<file path="config.mk">
export PLATFORM = sky130hd
export DESIGN_NAME = line_quad_setup
export DESIGN_NICKNAME = d
export VERILOG_FILES = /design/src/rtl/lqs_pkg.sv /design/src/rtl/lqs_sort.sv /design/src/rtl/lqs_clamp.sv /design/src/rtl/lqs_emit.sv /design/src/rtl/line_quad_setup.sv
export SDC_FILE = /design/constraint.sdc
export NUM_CORES = 2
export LEC_CHECK = 0
export BUFFER_PORTS_ARGS = -buffer_cell sky130_fd_sc_hd__buf_2
export CAP_MARGIN = 20
export CORE_ASPECT_RATIO = 1.4
export CORE_MARGIN = 8
export CORE_UTILIZATION = 60
export DETAILED_ROUTE_END_ITERATION = 10
export PLACE_DENSITY = 0.83
export SLEW_MARGIN = 20
export SYNTH_ARGS = -nofsm -noshare
export SYNTH_HDL_FRONTEND = slang
export SYNTH_HIERARCHICAL = 1
export SYNTH_SLANG_ARGS = --single-unit
</file>
<file path="constraint.sdc">
create_clock -name clk -period 10 [get_ports clk]
set_clock_uncertainty 0.15 [all_clocks]
set_input_delay 1.5 -clock clk [delete_from_list [all_inputs] [get_ports clk]]
set_output_delay 1.5 -clock clk [all_outputs]
set_load 0.03 [all_outputs]
</file>
<file path="src/rtl/lqs_pkg.sv">
// lqs_pkg: shared types, constants and helper functions for the line quad setup block.
// Used by every module under rtl; depends on nothing.
`timescale 1ns / 1ps
`default_nettype none

package lqs_pkg;

    localparam int ONE_PIXEL  = 65536;
    localparam int HALF_PIXEL = 32768;

    localparam int LQS_X_OFFSET = 0;
    localparam int LQS_Y_OFFSET = 0;

    localparam int CFG_IDX_W  = 3;
    localparam int CFG_DATA_W = 32;

    localparam logic [CFG_IDX_W-1:0] REG_CLIP_LEFT   = 3'd0;
    localparam logic [CFG_IDX_W-1:0] REG_CLIP_RIGHT  = 3'd1;
    localparam logic [CFG_IDX_W-1:0] REG_CLIP_TOP    = 3'd2;
    localparam logic [CFG_IDX_W-1:0] REG_CLIP_BOTTOM = 3'd3;
    localparam logic [CFG_IDX_W-1:0] REG_DEPTH_MODE  = 3'd4;
    localparam logic [CFG_IDX_W-1:0] REG_DEPTH_BIAS  = 3'd5;
    localparam logic [CFG_IDX_W-1:0] REG_DEPTH_SCALE = 3'd6;
    localparam logic [CFG_IDX_W-1:0] REG_ALPHA       = 3'd7;

    localparam logic [1:0] DEPTH_CONST = 2'd0;
    localparam logic [1:0] DEPTH_VIEWZ = 2'd1;
    localparam logic [1:0] DEPTH_BIAS  = 2'd2;

    localparam logic [31:0] RST_CLIP_LEFT   = 32'd0;
    localparam logic [31:0] RST_CLIP_RIGHT  = 32'd41943040;
    localparam logic [31:0] RST_CLIP_TOP    = 32'd0;
    localparam logic [31:0] RST_CLIP_BOTTOM = 32'd31457280;
    localparam logic [1:0]  RST_DEPTH_MODE  = DEPTH_BIAS;
    localparam logic [24:0] RST_DEPTH_BIAS  = 25'd16861524;
    localparam logic [24:0] RST_DEPTH_SCALE = 25'd16861524;
    localparam logic [7:0]  RST_ALPHA       = 8'd255;

    localparam logic [24:0] DEPTH_ONE = 25'h1000000;

    typedef struct packed {
        logic signed [31:0] clip_left;
        logic signed [31:0] clip_right;
        logic signed [31:0] clip_top;
        logic signed [31:0] clip_bottom;
        logic [1:0]         depth_mode;
        logic [24:0]        depth_bias;
        logic [24:0]        depth_scale;
        logic [7:0]         alpha;
    } lqs_cfg_t;

    typedef struct packed {
        logic               xmajor;
        logic signed [31:0] ax;
        logic signed [31:0] ay;
        logic signed [31:0] bx;
        logic signed [31:0] by;
        logic [24:0]        depth;
        logic [24:0]        rw;
        logic [31:0]        color;
        logic [31:0]        spec;
    } lqs_sorted_t;

    typedef struct packed {
        logic               xmajor;
        logic signed [33:0] x0;
        logic signed [33:0] y0;
        logic signed [33:0] x1;
        logic signed [33:0] y1;
        logic [24:0]        depth;
        logic [24:0]        rw;
        logic [31:0]        color;
        logic [31:0]        spec;
    } lqs_quad_t;

    function automatic logic signed [32:0] clamp_s33(
        input logic signed [32:0] v,
        input logic signed [32:0] lo,
        input logic signed [32:0] hi
    );
        logic signed [32:0] r;
        r = v;
        if (r < lo)
        begin
            r = lo;
        end
        if (r > hi)
        begin
            r = hi;
        end
        return r;
    endfunction

    function automatic logic [31:0] sat_s32(input logic signed [34:0] v);
        logic [31:0] r;
        if (v > 35'sd2147483647)
        begin
            r = 32'h7FFF_FFFF;
        end
        else if (v < -35'sd2147483648)
        begin
            r = 32'h8000_0000;
        end
        else
        begin
            r = v[31:0];
        end
        return r;
    endfunction

endpackage

`default_nettype wire

</file>
<file path="src/rtl/lqs_sort.sv">
// lqs_sort: first two pipeline stages - endpoint deltas and depth product, then
// major axis, endpoint ordering and depth clamp. Depends on lqs_pkg.
`timescale 1ns / 1ps
`default_nettype none

module lqs_sort
    import lqs_pkg::*;
(
    input  wire logic               clk,
    input  wire logic               rst_n,
    input  wire lqs_cfg_t           cfg,
    input  wire logic               in_valid,
    output logic                    in_ready,
    input  wire logic signed [31:0] first_x,
    input  wire logic signed [31:0] first_y,
    input  wire logic signed [31:0] second_x,
    input  wire logic signed [31:0] second_y,
    input  wire logic [24:0]        first_recip_w,
    input  wire logic [31:0]        first_view_z,
    input  wire logic [23:0]        color_rgb,
    input  wire logic [31:0]        spec_word,
    output logic                    s_valid,
    input  wire logic               s_ready,
    output lqs_sorted_t             s_data
);

    logic               v1_reg, v1_next;
    logic signed [31:0] ax1_reg, ay1_reg, bx1_reg, by1_reg;
    logic signed [32:0] dx1_reg, dy1_reg;
    logic [56:0]        prod1_reg;
    logic [24:0]        rw1_reg;
    logic [31:0]        color1_reg, spec1_reg;

    logic               v2_reg, v2_next;
    lqs_sorted_t        s2_reg, s2_next;

    logic               ready1, ready2;
    logic               clip_ok;
    logic [31:0]        mul_a;
    logic [32:0]        adx, ady;
    logic               swap;
    logic signed [41:0] d_wide;

    assign ready2   = !v2_reg || s_ready;
    assign ready1   = !v1_reg || ready2;
    assign in_ready = ready1;

    // drop lines whose clip window is under one pixel
    assign clip_ok =
        (($signed({cfg.clip_bottom[31], cfg.clip_bottom})
          - $signed({cfg.clip_top[31], cfg.clip_top})) >= 33'sd65536) &&
        (($signed({cfg.clip_right[31], cfg.clip_right})
          - $signed({cfg.clip_left[31], cfg.clip_left})) >= 33'sd65536);

    assign mul_a = (cfg.depth_mode == DEPTH_VIEWZ) ? first_view_z : {7'd0, first_recip_w};

    always_comb
    begin
        v1_next = v1_reg;
        if (ready1)
        begin
            v1_next = in_valid && clip_ok;
        end
    end

    always_ff @(posedge clk or negedge rst_n)
    begin
        if (!rst_n)
        begin
            v1_reg <= 1'b0;
        end
        else
        begin
            v1_reg <= v1_next;
        end
    end

    always_ff @(posedge clk)
    begin
        if (in_valid && ready1)
        begin
            ax1_reg    <= first_x;
            ay1_reg    <= first_y;
            bx1_reg    <= second_x;
            by1_reg    <= second_y;
            dx1_reg    <= $signed({second_x[31], second_x}) - $signed({first_x[31], first_x});
            dy1_reg    <= $signed({second_y[31], second_y}) - $signed({first_y[31], first_y});
            prod1_reg  <= 57'(mul_a) * 57'(cfg.depth_scale);
            rw1_reg    <= first_recip_w;
            color1_reg <= {cfg.alpha, color_rgb};
            spec1_reg  <= spec_word;
        end
    end

    always_comb
    begin
        adx  = dx1_reg[32] ? 33'(-dx1_reg) : 33'(dx1_reg);
        ady  = dy1_reg[32] ? 33'(-dy1_reg) : 33'(dy1_reg);
        case (cfg.depth_mode)
            DEPTH_CONST: d_wide = $signed({17'd0, cfg.depth_bias});
            DEPTH_VIEWZ: d_wide = $signed({1'b0, prod1_reg[56:16]});
            default:     d_wide = $signed({17'd0, cfg.depth_bias})
                                  - $signed({9'd0, prod1_reg[56:24]});
        endcase

        s2_next.xmajor = (ady <= adx);
        swap = s2_next.xmajor ? (ax1_reg > bx1_reg) : (ay1_reg > by1_reg);
        s2_next.ax = swap ? bx1_reg : ax1_reg;
        s2_next.ay = swap ? by1_reg : ay1_reg;
        s2_next.bx = swap ? ax1_reg : bx1_reg;
        s2_next.by = swap ? ay1_reg : by1_reg;
        if (d_wide < 42'sd0)
        begin
            s2_next.depth = 25'd0;
        end
        else if (d_wide > $signed({17'd0, DEPTH_ONE}))
        begin
            s2_next.depth = DEPTH_ONE;
        end
        else
        begin
            s2_next.depth = d_wide[24:0];
        end
        s2_next.rw    = rw1_reg;
        s2_next.color = color1_reg;
        s2_next.spec  = spec1_reg;
    end

    always_comb
    begin
        v2_next = v2_reg;
        if (ready2)
        begin
            v2_next = v1_reg;
        end
    end

    always_ff @(posedge clk or negedge rst_n)
    begin
        if (!rst_n)
        begin
            v2_reg <= 1'b0;
        end
        else
        begin
            v2_reg <= v2_next;
        end
    end

    always_ff @(posedge clk)
    begin
        if (v1_reg && ready2)
        begin
            s2_reg <= s2_next;
        end
    end

    assign s_valid = v2_reg;
    assign s_data  = s2_reg;

endmodule

`default_nettype wire

</file>
<file path="src/rtl/lqs_clamp.sv">
// lqs_clamp: third pipeline stage - shrink the clip window on the minor axis,
// clamp the half-pixel-centred endpoints and add the pixel offset. Depends on lqs_pkg.
`timescale 1ns / 1ps
`default_nettype none

module lqs_clamp
    import lqs_pkg::*;
#(
    parameter int X_OFFSET = LQS_X_OFFSET,
    parameter int Y_OFFSET = LQS_Y_OFFSET
)
(
    input  wire logic        clk,
    input  wire logic        rst_n,
    input  wire lqs_cfg_t    cfg,
    input  wire logic        s_valid,
    output logic             s_ready,
    input  wire lqs_sorted_t s_data,
    output logic             q_valid,
    input  wire logic        q_ready,
    output lqs_quad_t        q_data
);

    localparam logic signed [33:0] X_OFS  = 34'(X_OFFSET * ONE_PIXEL);
    localparam logic signed [33:0] Y_OFS  = 34'(Y_OFFSET * ONE_PIXEL);
    localparam logic signed [32:0] HALF33 = 33'(HALF_PIXEL);

    logic               v_reg, v_next;
    lqs_quad_t          q_reg, q_next;
    logic signed [32:0] lft, rgt, top, bot;

    assign s_ready = !v_reg || q_ready;

    always_comb
    begin
        lft = $signed({cfg.clip_left[31], cfg.clip_left});
        rgt = $signed({cfg.clip_right[31], cfg.clip_right});
        top = $signed({cfg.clip_top[31], cfg.clip_top});
        bot = $signed({cfg.clip_bottom[31], cfg.clip_bottom});
        if (s_data.xmajor)
        begin
            top = top + HALF33;
            bot = bot - HALF33;
        end
        else
        begin
            lft = lft + HALF33;
            rgt = rgt - HALF33;
        end

        q_next.xmajor = s_data.xmajor;
        q_next.x0 = 34'(clamp_s33($signed({s_data.ax[31], s_data.ax}) + HALF33, lft, rgt))
                    + X_OFS;
        q_next.x1 = 34'(clamp_s33($signed({s_data.bx[31], s_data.bx}) + HALF33, lft, rgt))
                    + X_OFS;
        q_next.y0 = 34'(clamp_s33($signed({s_data.ay[31], s_data.ay}) + HALF33, top, bot))
                    + Y_OFS;
        q_next.y1 = 34'(clamp_s33($signed({s_data.by[31], s_data.by}) + HALF33, top, bot))
                    + Y_OFS;
        q_next.depth = s_data.depth;
        q_next.rw    = s_data.rw;
        q_next.color = s_data.color;
        q_next.spec  = s_data.spec;
    end

    always_comb
    begin
        v_next = v_reg;
        if (s_ready)
        begin
            v_next = s_valid;
        end
    end

    always_ff @(posedge clk or negedge rst_n)
    begin
        if (!rst_n)
        begin
            v_reg <= 1'b0;
        end
        else
        begin
            v_reg <= v_next;
        end
    end

    always_ff @(posedge clk)
    begin
        if (s_valid && s_ready)
        begin
            q_reg <= q_next;
        end
    end

    assign q_valid = v_reg;
    assign q_data  = q_reg;

endmodule

`default_nettype wire

</file>
<file path="src/rtl/lqs_emit.sv">
// lqs_emit: quad output register - hold one quad and send its four vertices,
// one per cycle while out_ready is high, with minor-axis half-pixel offsets and saturation. Depends on lqs_pkg.
`timescale 1ns / 1ps
`default_nettype none

module lqs_emit
    import lqs_pkg::*;
(
    input  wire logic         clk,
    input  wire logic         rst_n,
    input  wire logic         q_valid,
    output logic              q_ready,
    input  wire lqs_quad_t    q_data,
    output logic              out_valid,
    input  wire logic         out_ready,
    output logic signed [31:0] vertex_x,
    output logic signed [31:0] vertex_y,
    output logic [24:0]       depth,
    output logic [24:0]       recip_w,
    output logic [31:0]       color_argb,
    output logic [31:0]       specular,
    output logic              last
);

    localparam logic signed [34:0] HALF35 = 35'(HALF_PIXEL);

    logic               qv_reg, qv_next;
    lqs_quad_t          quad_reg;
    logic [1:0]         cnt_reg, cnt_next;
    logic               is_last;
    logic               plus;
    logic signed [34:0] bx, by, ofs;

    assign is_last = (cnt_reg == 2'd3);
    assign q_ready = !qv_reg || (out_ready && is_last);

    always_comb
    begin
        qv_next  = qv_reg;
        cnt_next = cnt_reg;
        if (q_ready)
        begin
            qv_next  = q_valid;
            cnt_next = 2'd0;
        end
        else if (out_ready)
        begin
            cnt_next = cnt_reg + 2'd1;
        end
    end

    always_ff @(posedge clk or negedge rst_n)
    begin
        if (!rst_n)
        begin
            qv_reg  <= 1'b0;
            cnt_reg <= 2'd0;
        end
        else
        begin
            qv_reg  <= qv_next;
            cnt_reg <= cnt_next;
        end
    end

    always_ff @(posedge clk)
    begin
        if (q_valid && q_ready)
        begin
            quad_reg <= q_data;
        end
    end

    always_comb
    begin
        bx   = cnt_reg[1] ? 35'(quad_reg.x1) : 35'(quad_reg.x0);
        by   = cnt_reg[1] ? 35'(quad_reg.y1) : 35'(quad_reg.y0);
        // x major: +half on vertices 0 and 3; y major: +half on vertices 1 and 2
        plus = (cnt_reg[0] ^ cnt_reg[1]) ^ quad_reg.xmajor;
        ofs  = plus ? HALF35 : -HALF35;
        if (quad_reg.xmajor)
        begin
            by = by + ofs;
        end
        else
        begin
            bx = bx + ofs;
        end
    end

    assign out_valid  = qv_reg;
    assign vertex_x   = $signed(sat_s32(bx));
    assign vertex_y   = $signed(sat_s32(by));
    assign depth      = quad_reg.depth;
    assign recip_w    = quad_reg.rw;
    assign color_argb = quad_reg.color;
    assign specular   = quad_reg.spec;
    assign last       = is_last;

endmodule

`default_nettype wire

</file>
<file path="src/rtl/line_quad_setup.sv">
// line_quad_setup: top level - configuration registers and the line-to-quad pipeline.
// Depends on lqs_pkg, lqs_sort, lqs_clamp and lqs_emit.
//
//   channel  direction  handshake             payload
//   in       input      in_valid / in_ready   first_x .. spec_word, one line
//   out      output     out_valid / out_ready vertex_x .. last, one vertex
//   cfg      input      cfg_we                cfg_index, cfg_data
//
// A line passes three register stages to reach the quad register, then leaves as
// four vertices; the quad register takes a new quad as its last vertex is taken.
// Stages ahead of it keep taking lines while it drains, until they are all full.
// rst_n clears all valid bits and loads the register defaults.
// A stalled out_ready holds every stage that is full; nothing is lost or repeated.
`timescale 1ns / 1ps
`default_nettype none

module line_quad_setup
    import lqs_pkg::*;
#(
    parameter int X_OFFSET = LQS_X_OFFSET,
    parameter int Y_OFFSET = LQS_Y_OFFSET
)
(
    input  wire logic                  clk,
    input  wire logic                  rst_n,
    input  wire logic                  cfg_we,
    input  wire logic [CFG_IDX_W-1:0]  cfg_index,
    input  wire logic [CFG_DATA_W-1:0] cfg_data,
    input  wire logic                  in_valid,
    output logic                       in_ready,
    input  wire logic signed [31:0]    first_x,
    input  wire logic signed [31:0]    first_y,
    input  wire logic signed [31:0]    second_x,
    input  wire logic signed [31:0]    second_y,
    input  wire logic [24:0]           first_recip_w,
    input  wire logic [31:0]           first_view_z,
    input  wire logic [23:0]           color_rgb,
    input  wire logic [31:0]           spec_word,
    output logic                       out_valid,
    input  wire logic                  out_ready,
    output logic signed [31:0]         vertex_x,
    output logic signed [31:0]         vertex_y,
    output logic [24:0]                depth,
    output logic [24:0]                recip_w,
    output logic [31:0]                color_argb,
    output logic [31:0]                specular,
    output logic                       last
);

    lqs_cfg_t    cfg_reg, cfg_next;
    logic        s_valid, s_ready, q_valid, q_ready;
    lqs_sorted_t s_data;
    lqs_quad_t   q_data;

    always_comb
    begin
        cfg_next = cfg_reg;
        if (cfg_we)
        begin
            unique case (cfg_index)
                REG_CLIP_LEFT:   cfg_next.clip_left   = $signed(cfg_data);
                REG_CLIP_RIGHT:  cfg_next.clip_right  = $signed(cfg_data);
                REG_CLIP_TOP:    cfg_next.clip_top    = $signed(cfg_data);
                REG_CLIP_BOTTOM: cfg_next.clip_bottom = $signed(cfg_data);
                REG_DEPTH_MODE:  cfg_next.depth_mode  = cfg_data[1:0];
                REG_DEPTH_BIAS:  cfg_next.depth_bias  = cfg_data[24:0];
                REG_DEPTH_SCALE: cfg_next.depth_scale = cfg_data[24:0];
                REG_ALPHA:       cfg_next.alpha       = cfg_data[7:0];
                default:         cfg_next = cfg_reg;
            endcase
        end
    end

    always_ff @(posedge clk or negedge rst_n)
    begin
        if (!rst_n)
        begin
            cfg_reg.clip_left   <= $signed(RST_CLIP_LEFT);
            cfg_reg.clip_right  <= $signed(RST_CLIP_RIGHT);
            cfg_reg.clip_top    <= $signed(RST_CLIP_TOP);
            cfg_reg.clip_bottom <= $signed(RST_CLIP_BOTTOM);
            cfg_reg.depth_mode  <= RST_DEPTH_MODE;
            cfg_reg.depth_bias  <= RST_DEPTH_BIAS;
            cfg_reg.depth_scale <= RST_DEPTH_SCALE;
            cfg_reg.alpha       <= RST_ALPHA;
        end
        else
        begin
            cfg_reg <= cfg_next;
        end
    end

    lqs_sort u_sort (
        .clk           (clk),
        .rst_n         (rst_n),
        .cfg           (cfg_reg),
        .in_valid      (in_valid),
        .in_ready      (in_ready),
        .first_x       (first_x),
        .first_y       (first_y),
        .second_x      (second_x),
        .second_y      (second_y),
        .first_recip_w (first_recip_w),
        .first_view_z  (first_view_z),
        .color_rgb     (color_rgb),
        .spec_word     (spec_word),
        .s_valid       (s_valid),
        .s_ready       (s_ready),
        .s_data        (s_data)
    );

    lqs_clamp #(
        .X_OFFSET (X_OFFSET),
        .Y_OFFSET (Y_OFFSET)
    ) u_clamp (
        .clk     (clk),
        .rst_n   (rst_n),
        .cfg     (cfg_reg),
        .s_valid (s_valid),
        .s_ready (s_ready),
        .s_data  (s_data),
        .q_valid (q_valid),
        .q_ready (q_ready),
        .q_data  (q_data)
    );

    lqs_emit u_emit (
        .clk        (clk),
        .rst_n      (rst_n),
        .q_valid    (q_valid),
        .q_ready    (q_ready),
        .q_data     (q_data),
        .out_valid  (out_valid),
        .out_ready  (out_ready),
        .vertex_x   (vertex_x),
        .vertex_y   (vertex_y),
        .depth      (depth),
        .recip_w    (recip_w),
        .color_argb (color_argb),
        .specular   (specular),
        .last       (last)
    );

endmodule

`default_nettype wire

</file>
==> impl_metrics.ini <==
[setup_path]
rr_worst_depth = 28
crit_slowest_cell = and2_1
worstSetupPathType = reg2reg
cp.depth = 28
worstPathRequired_ps = 10380
crit_family = adder cells
cpPeakStageDelay_ps = 720
path_max_fanout = 26
rrSetupSlack_ps = 770
arrival_ps = 9610
end_kind = flop
cp.buffers_inverters = 7
crit_top_cell = fa_1
cp-start-kind = flop

[sta]
setup_viol = 0
fmaxAchievable_mhz = 108
worstMarginPinSlew_ps = 1170
hold_viol = 0
setup_ws_ps = 771
min_period_ps = 9230
slew_headroom = 0.221
fin_crit_sh = 0.923
fin_tns_setup_ps = 0
drv_slew = 0
rsz0062_at_grt = no

[synth]
syn_inst = 8587
synth_seq_area_share = 0.387
syn_area_um2 = 95200
synth_common_cells = inv_1 (1,194), edfxtp_1 (1,065), ha_1 (709)
yosys_warnings = 6
yosys.area.top_type_share = 0.336
synth.distinct_cells = 121
ys_ff_latch = 1259
ys_async_sr_fraction = 0.154
synth-main-ff-cell = edfxtp_1
synthMostInstantiatedCell = inv_1
yosys.area.top_type = edfxtp_1
synth_edf_count = 1065
synthesis.nets = 10270
synth_top_cells_by_area = edfxtp_1 (34%), fa_1 (15%), ha_1 (9.3%)
avgSynthCellArea_um2 = 11.1

[finish]
final_nets = 10520
synthToLayoutAreaGrowth_pct = 8.19
final_area_um2 = 103000
drive_gt1_frac = 0.151
multiInputGateArea_um2 = 51700
seq_area_um2 = 36900
largest_reg_flops = 247
fillers = 11845

[drt]
drt-initial-drc-count = 6991
wl_um = 300000
vias_per_cell = 6.25
vias = 69056
first_pass_iters = 8
drc = 0
detail-route-antenna-nets = 0
post_drt_wl_per_cell_um = 27.2

[cts]
cts-buffers-inserted = 116
cts_resized = 0
clock_latency_ps = 810
clk_path_buf_depth = 3
cts-root-buf = clkbuf_16
clk_pin_slew_ps = 70
clock-sinks = 1259
post_cts_buffers = 0
htree_levels = 3
cts_hold_buf = 0
cts_tree = built

[grt]
grt-ovfl-total = 0
grt_max_degree = 180
grt_pass1_wl_um = 443000
grtUsageTotal = 0.342
grt_pass1_vias = 71270
grt_antenna_before_repair = 34

[job]
drv_cap = 0

[floorplanning]
die_h_um = 487
rows = 173
core_um2 = 158000
initial_core_util = 0.602
die_w_um = 353
dieArea_um2 = 172000
io_pins = 462

[hold_path]
hold_path_class = reg2reg
whs_path_depth = 0

[place]
place_congestion = 1.04
placed_area_um2 = 98900
dp_hpwl_um = 229000
port_buffers = 461
dpl_worst_slack_ps = 536

[run_status]
status = completed
[final timing paths]
check	start	end
hold reg to reg	u_clamp/q_data[137]$_DFFE_PP_	u_emit/quad_reg[137]$_DFFE_PP_
setup reg to reg	cfg_reg[58]$_DFFE_PN0P_	u_sort/prod1_reg[54]$_DFFE_PP_
setup / recovery	cfg_reg[58]$_DFFE_PN0P_	u_sort/prod1_reg[54]$_DFFE_PP_
max in group asynchronous	rst_n	u_emit/cnt_reg[1]$_DFFE_PN0P_
min in group asynchronous	rst_n	cfg_reg[62]$_DFFE_PN0P_
hold / removal	u_clamp/q_data[137]$_DFFE_PP_	u_emit/quad_reg[137]$_DFFE_PP_
[through the flow]
stage	hold WS (ps)	util	std cells
detailed placement	255	0.625	10818
finish	202	0.651	11050
global placement	250	0.625	10818
floorplan	250	-	8587
CTS	200	0.651	11035
global route	217	0.651	11040
[cell type report]
| cell class | count | area share |
|---|---|---|
| multi-input combinational | 5702 | 0.502 |
| sequential | 1259 | 0.358 |
| inverter | 1195 | 0.0435 |
| timing repair buffer | 563 | 0.0311 |
| clock buffer | 139 | 0.0300 |
| tap | 2100 | 0.0255 |
| clock inverter | 78 | 0.00951 |
| antenna | 14 | 0.000340 |
[cells in the final DEF (no fill, tap or decap), types with 65 or more instances in the layout]
cell | synthesis | layout
a21o_1 | 157 | 157
a21oi_1 | 364 | 362
and2_1 | 354 | 350
and3_1 | 111 | 111
buf_2 | 32 | 460
buf_4 | 123 | 93
clkbuf_16 | 0 | 118
dfrtp_1 | 163 | 155
edfxtp_1 | 1065 | 1065
fa_1 | 693 | 693
ha_1 | 709 | 709
inv_1 | 1194 | 1194
mux2_2 | 430 | 430
mux2i_1 | 146 | 145
nand2_1 | 658 | 658
nand3_1 | 122 | 122
nand4_1 | 103 | 103
nor2_1 | 284 | 283
nor3_1 | 101 | 101
o21ai_0 | 251 | 250
o22ai_1 | 65 | 65
xnor2_1 | 223 | 223
xor2_1 | 140 | 140
[cell families after synthesis]
kind of cell	count (synthesis)	share of synthesized area
compound gates	1271	0.0859
buf+inv	1626	0.0712
mux	609	0.0713
simple gates	2038	0.109
xor+xnor	371	0.0350
fa+ha+maj	1413	0.240
flops	1259	0.387
[per-layer routing]
layer / up-vias / global-route usage / routed length [um]
met5: - / 0 / 121
met4: 18 / 0.203 / 21900
met3: 1041 / 0.0735 / 26800
met2: 3827 / 0.572 / 143000
met1: 34194 / 0.406 / 109000
li1: 29976 / - / -
Power is left out: the tool's default activity adds up to more than one toggle a clock period on the data nets, which glitch-free logic cannot reach.
